File: src/rtl/tcfe_pkg.sv
// Package with beat types and constants for the transponder frame encoder.
package tcfe_pkg;

   // Field widths and frame geometry
   localparam int unsigned TX_W        = 27;
   localparam int unsigned GHOST_W     = 9;
   localparam int unsigned LAST_W      = 8;
   localparam int unsigned STREAM_LEN  = 36;
   localparam int unsigned REG_W       = STREAM_LEN + 1;
   localparam int unsigned HDR_BYTES   = 3;
   localparam int unsigned CODED_BYTES = 9;
   localparam int unsigned FRAME_LEN   = HDR_BYTES + CODED_BYTES;
   localparam int unsigned IDX_W       = 4;

   // Generator taps and header bytes
   localparam logic [REG_W-1:0] POLYNOMIAL = 37'h10_00EE_C20F;
   localparam logic [7:0]       HDR0       = 8'h00;
   localparam logic [7:0]       HDR1       = 8'hF9;
   localparam logic [7:0]       HDR2       = 8'h16;

   localparam logic [IDX_W-1:0] IDX_HDR0 = 4'd0;
   localparam logic [IDX_W-1:0] IDX_HDR1 = 4'd1;
   localparam logic [IDX_W-1:0] IDX_HDR2 = 4'd2;
   localparam logic [IDX_W-1:0] IDX_LAST = 4'(FRAME_LEN - 1);

   // Request beat
   typedef struct packed {
      logic [TX_W-1:0]    tx_number;
      logic [GHOST_W-1:0] ghost_bits;
      logic [LAST_W-1:0]  last_byte;
   } req_type;

   // Response beat
   typedef struct packed {
      logic [7:0]       frame_byte;
      logic [IDX_W-1:0] byte_index;
      logic             last_of_frame;
   } rsp_type;

endpackage

File: src/rtl/transponder_conv_frame_encoder.sv
// Top level of the transponder frame encoder: input register, encoder, frame register.
// A request beat waits in the input register and is encoded as it loads into the frame register.
// Each frame is twelve bytes long and leaves through the one-byte output port, which sets the frame rate.
// A new request is taken while the current frame still drains, so frames follow back to back.
// Reset clears the valid flags and the byte counter; payload registers are not reset.
module transponder_conv_frame_encoder
   import tcfe_pkg::*;
(
   input  logic    clock,
   input  logic    reset,
   input  logic    req_valid,
   output logic    req_ready,
   input  req_type req_payload,
   output logic    rsp_valid,
   input  logic    rsp_ready,
   output rsp_type rsp_payload
);

   // Input register
   logic    in_vld_ff, in_vld_in;
   req_type in_ff, in_in;

   // Frame register and byte counter
   logic                            frame_vld_ff, frame_vld_in;
   logic [CODED_BYTES-1:0][7:0]     coded_ff, coded_in;
   logic [IDX_W-1:0]                idx_ff, idx_in;

   // Encoder signals
   logic [TX_W-1:0]       word;
   logic [REG_W-1:0]      stream;
   logic [2*STREAM_LEN-1:0] coded_bits;
   logic [CODED_BYTES-1:0][7:0] coded_next;
   logic                  req_fire, rsp_fire, frame_done, load;
   logic [IDX_W-1:0]      coded_sel;

   assign req_fire   = req_valid && req_ready;
   assign rsp_fire   = rsp_valid && rsp_ready;
   assign frame_done = rsp_fire && (idx_ff == IDX_LAST);
   assign load       = in_vld_ff && (!frame_vld_ff || frame_done);
   assign req_ready  = !in_vld_ff || load;

   // Build the interleaved stream; stream bit 0 is the last-built bit, bit 36 is the flush zero.
   always_comb begin
      word   = in_ff.tx_number | {in_ff.last_byte[2:0], 24'd0};
      stream = '0;
      for (int i = 0; i < STREAM_LEN; i++) begin
         if ((i % 4) != 3) begin
            stream[STREAM_LEN-1-i] = word[TX_W-1-(i - i/4)];
         end else begin
            stream[STREAM_LEN-1-i] = in_ff.ghost_bits[GHOST_W-1-(i/4)];
         end
      end
   end

   // Each shift k sees the stream bits 0..k in reverse; all 36 shifts are formed in parallel.
   always_comb begin
      logic [REG_W-1:0] sr;
      logic             p;
      coded_bits = '0;
      for (int k = 1; k <= STREAM_LEN; k++) begin
         sr = '0;
         for (int j = 0; j <= k; j++) begin
            sr[j] = stream[k-j];
         end
         p = ^(sr & POLYNOMIAL);
         coded_bits[2*STREAM_LEN-1-2*(k-1)] = p;
         coded_bits[2*STREAM_LEN-2-2*(k-1)] = p ^ sr[1];
      end
      for (int m = 0; m < CODED_BYTES; m++) begin
         coded_next[m] = coded_bits[2*STREAM_LEN-1-8*m -: 8];
      end
   end

   // Next-state logic for both register stages
   always_comb begin
      in_vld_in    = in_vld_ff;
      in_in        = in_ff;
      frame_vld_in = frame_vld_ff;
      coded_in     = coded_ff;
      idx_in       = idx_ff;
      if (load) begin
         in_vld_in = 1'b0;
      end
      if (req_fire) begin
         in_vld_in = 1'b1;
         in_in     = req_payload;
      end
      if (rsp_fire) begin
         if (frame_done) begin
            idx_in       = '0;
            frame_vld_in = 1'b0;
         end else begin
            idx_in = idx_ff + 1'b1;
         end
      end
      if (load) begin
         frame_vld_in = 1'b1;
         coded_in     = coded_next;
         idx_in       = '0;
      end
   end

   // Registers
   always_ff @(posedge clock) begin
      if (reset) begin
         in_vld_ff    <= 1'b0;
         frame_vld_ff <= 1'b0;
         idx_ff       <= '0;
      end else begin
         in_vld_ff    <= in_vld_in;
         frame_vld_ff <= frame_vld_in;
         idx_ff       <= idx_in;
      end
      in_ff    <= in_in;
      coded_ff <= coded_in;
   end

   // Output byte selection: header first, then coded bytes.
   assign coded_sel = idx_ff - 4'(HDR_BYTES);

   always_comb begin
      rsp_payload.byte_index    = idx_ff;
      rsp_payload.last_of_frame = (idx_ff == IDX_LAST);
      case (idx_ff)
         IDX_HDR0: rsp_payload.frame_byte = HDR0;
         IDX_HDR1: rsp_payload.frame_byte = HDR1;
         IDX_HDR2: rsp_payload.frame_byte = HDR2;
         default: begin
            if (coded_sel < 4'(CODED_BYTES)) begin
               rsp_payload.frame_byte = coded_ff[coded_sel];
            end else begin
               rsp_payload.frame_byte = '0;
            end
         end
      endcase
   end

   assign rsp_valid = frame_vld_ff;

endmodule

File: config.mk
export PLATFORM = sky130hd
export DESIGN_NAME = transponder_conv_frame_encoder
export DESIGN_NICKNAME = d
export VERILOG_FILES = /design/src/rtl/tcfe_pkg.sv /design/src/rtl/transponder_conv_frame_encoder.sv
export SDC_FILE = /design/constraint.sdc
export NUM_CORES = 1
export LEC_CHECK = 0
export ABC_AREA = 1
export BUFFER_PORTS_ARGS = -buffer_cell sky130_fd_sc_hd__buf_2
export CAP_MARGIN = 25
export CORE_UTILIZATION = 55
export DETAILED_ROUTE_END_ITERATION = 8
export PLACE_DENSITY = 0.79
export REMOVE_ABC_BUFFERS = 1
export SYNTH_ARGS = -nofsm -noshare
export SYNTH_HDL_FRONTEND = slang
export SYNTH_SLANG_ARGS = --single-unit
File: constraint.sdc
create_clock -name clock -period 3.9 [get_ports clock]
set_input_delay 0.39 -clock clock [delete_from_list [all_inputs] [get_ports clock]]
set_output_delay 0.39 -clock clock [all_outputs]
set_load 0.03 [all_outputs]
==> summary.md <==
| Metric | Value |
|---|---|
| CTS tree | `built` |
| Sequential element share of the synthesized area | `42.5%` |
| Finished Layout Cells | `1323` |
| Layout Skew | `0.00765 ns` |
| Most frequent cells in the layout | `nand2_1 (521), edfxtp_1 (111), nand3_1 (80), inv_1 (73)` |
| Post-CTS Setup Inserts | `0` |
| PwrDens | `450 nW/um^2` |
| Crit path DAT | `2.93 ns` |
| Final hold violation count | `0` |
| Post-synth top flop | `edfxtp_1` |
| Hold Buf Count CTS | `0` |
| Cell Area, Synth | `8120 um^2` |
| DR WL/cell | `15.2 um` |
| DP HPWL | `15.3 mm` |
| F_max | `301 MHz` |
| Count of cell types in the netlist | `31` |
| Post-Syn Instances | `1082` |
| CTS root buf | `clkbuf_16` |
| Cell Rows | `44` |
| Placed instance count | `1291` |
| Max clock buf depth | `2` |
| Clk_lat worst skew | `0.42 ns` |
| Diodes inserted | `0` |
| Post-CTS Resized | `0` |
| NumNets Final | `1178` |
| Post-Synth Simple-Gate Area | `33.3%` |
| Die height | `124 um` |
| Crit Path Max Fanout | `18` |
| Core region area | `14500 um^2` |
| Total grt overflow | `0` |
| Max-Slew Margin vs Limit | `56.7%` |
| DRT iter0 DRCs | `652` |
| Final Max Slew Viols | `0` |
| First-pass GRT wire length | `31.3 mm` |
| IO buf count | `57` |
| TritonRoute pass-1 iters | `8` |
| Final-report setup violation count | `0` |
| Maxcap violations | `0` |
| Max IR drop VDD | `0.230 mV` |
| Full die area | `15300 um^2` |
| Pin count of the biggest net entering global routing | `44` |
| RSZ-0062 raised after global routing | `no` |
| Via count | `7024` |
| CP Data Required Time | `3.51 ns` |
| Failing checks | `DRC` |
| GRT Util Overall | `28.2%` |
| Remaining DRCs | `1` |
| Clock sinks | `117` |
| H-Tree Depth | `4` |
| Main combinational cell family by area after synthesis | `simple AND/OR/NAND/NOR gates` |
| Commonest non-fill, non-tap cell in the layout | `nand2_1` |
| Outcome | `finished with violations` |
| Period utilization | `85.2%` |
| Mux contribution to synthesized area | `0%` |
| Gpl congestion | `0.987` |
| Worst setup SP type | `flip-flop` |
| Initial antenna violation count | `0` |
| Ports | `63` |
| Fill cells | `1248` |
| CTS buffer count | `17` |
| Syn Area/Cell | `7.50 um^2` |
| Initial Util | `56.1%` |
| Hold_ws | `0.145 ns` |
| Tmin final | `3.32 ns` |
| Synth-to-layout area growth | `11.4%` |
| Reg clk slew, reported paths | `0.06 ns` |
| Post-synthesis async set-or-reset flop share | `0%` |
| Crit Path Class | `flip-flop to output port` |
| Post-synthesis adder-cell area fraction | `0.616%` |
| WL final | `20.1 mm` |
| Complex-gate fraction of the synthesized area | `4.31%` |
| Final core occ | `62.5%` |
| Leak pwr | `4.41 nW` |
| Vias/cell | `5.31` |
| YS warnings | `0` |
| Worst setup EP type | `output port` |
| Post-synth EDFFs | `111` |
| XOR/XNOR share of the synthesized area | `11.5%` |
| Share of cells above drive strength 1 | `14.4%` |
| Hold Path Class | `input pin to flip-flop` |
| Vias in the first global route | `6153` |
| Measured slew at the worst slew-check pin | `0.649 ns` |
| Die Wd | `124 um` |
| FF+latch count, synth | `117` |
| Tot Pwr | `4.07 mW` |
| ANT nets after route | `0` |
-- kinds of logic (layout without fill, tap and decap cells) --
| kind of cell | count (synthesis) | after routing |
|---|---|---|
| AO/OA/AOI/OAI | 69 | 69 |
| XOR/XNOR | 97 | 97 |
| adder cells (fa/ha/maj) | 4 | 4 |
| buffers and inverters | 140 | 197 |
| flip-flops | 117 | 117 |
| AND/OR/NAND/NOR | 655 | 655 |
-- worst max-delay path, stage by stage (launching register included) --
cell     delay [ns]
dfxtp_1        0.45
inv_1          0.10
ha_1           0.71
inv_1          0.32
nand2_1        0.14
a21oi_1        0.05
o21ai_0        0.17
o21ai_0        0.14
nand2_1        0.12
nand3_1        0.07
nand2_1        0.07
buf_2          0.20
-- power by group --
| group | switching [mW] | internal [mW] | leakage [nW] |
|---|---|---|---|
| combinational | 0.624 | 0.295 | 3.02 |
| clock | 0.547 | 0.989 | 0.284 |
| sequential | 0.0781 | 1.53 | 1.10 |
-- synth_stat cells (2+ instances only) --
master	number	area (um^2)
nand2_1	521	1960
edfxtp_1	111	3330
nand3_1	80	400
inv_1	74	278
xor2_1	57	499
a21oi_1	40	200
xnor2_1	30	263
o21ai_0	27	135
buf_2	25	125
nand2_2	25	156
inv_2	24	90.1
nor2_1	14	52.6
nand2_4	8	90.1
xor2_2	8	130
buf_4	6	45.0
dfxtp_1	6	120
buf_6	4	45.0
ha_1	4	50.1
inv_4	3	18.8
nand3b_1	3	22.5
o211ai_1	2	15.0
-- state kept, by name (all words and copies together) (netlist names) --
register and cells:
in_vld_ff 1, idx_ff 4, in_ff 39, rsp_valid 1
coded_ff 72
-- metal layers --
metal  wire length (um)  share of wire, %  global-route usage (%)  vias up
met4                750               3.7                    13.0        0
met5                  0                 0                       0        -
met1               8560                43                    37.3     3165
met2               9320                46                    44.6      303
met3               1440               7.2                    5.63       55
li1                   -                 -                       -     3501
-- area by class of cell --
class	count	area [um^2]	share of cell area, %
repair buffers	62	335	3.71
inverters	103	404	4.47
clock buffers	24	482	5.33
multi-input cells	825	4040	44.7
clock inverters	8	100	1.11
well taps	184	230	2.55
flip-flops and latches	117	3450	38.2
-- through the flow --
step                cell area [um^2]  setup slack (ns)  setup TNS [ns]
CTS                             9040             0.567               0
global placement                8460              1.07               0
detailed placement              8460              1.04               0
global route                    9040             0.362               0
floorplan                       7900            -0.259          -18.63
finish                          9040             0.576               0
-- worst paths after layout --
| kind | slack (ns) | endpoint | startpoint | depth (start not counted) |
|---|---|---|---|---|
| setup reg to reg | 1.20 | coded_ff[18] | idx_ff[0] | 9 |
| hold reg to reg | 0.52 | idx_ff[3] | idx_ff[3] | 2 |
| hold / removal | 0.14 | in_ff[25] | req_payload[25] | 1 |
| setup / recovery | 0.58 | rsp_payload[11] | idx_ff[1] | 11 |
No activity file was read; power rests on OpenSTA's default activity.
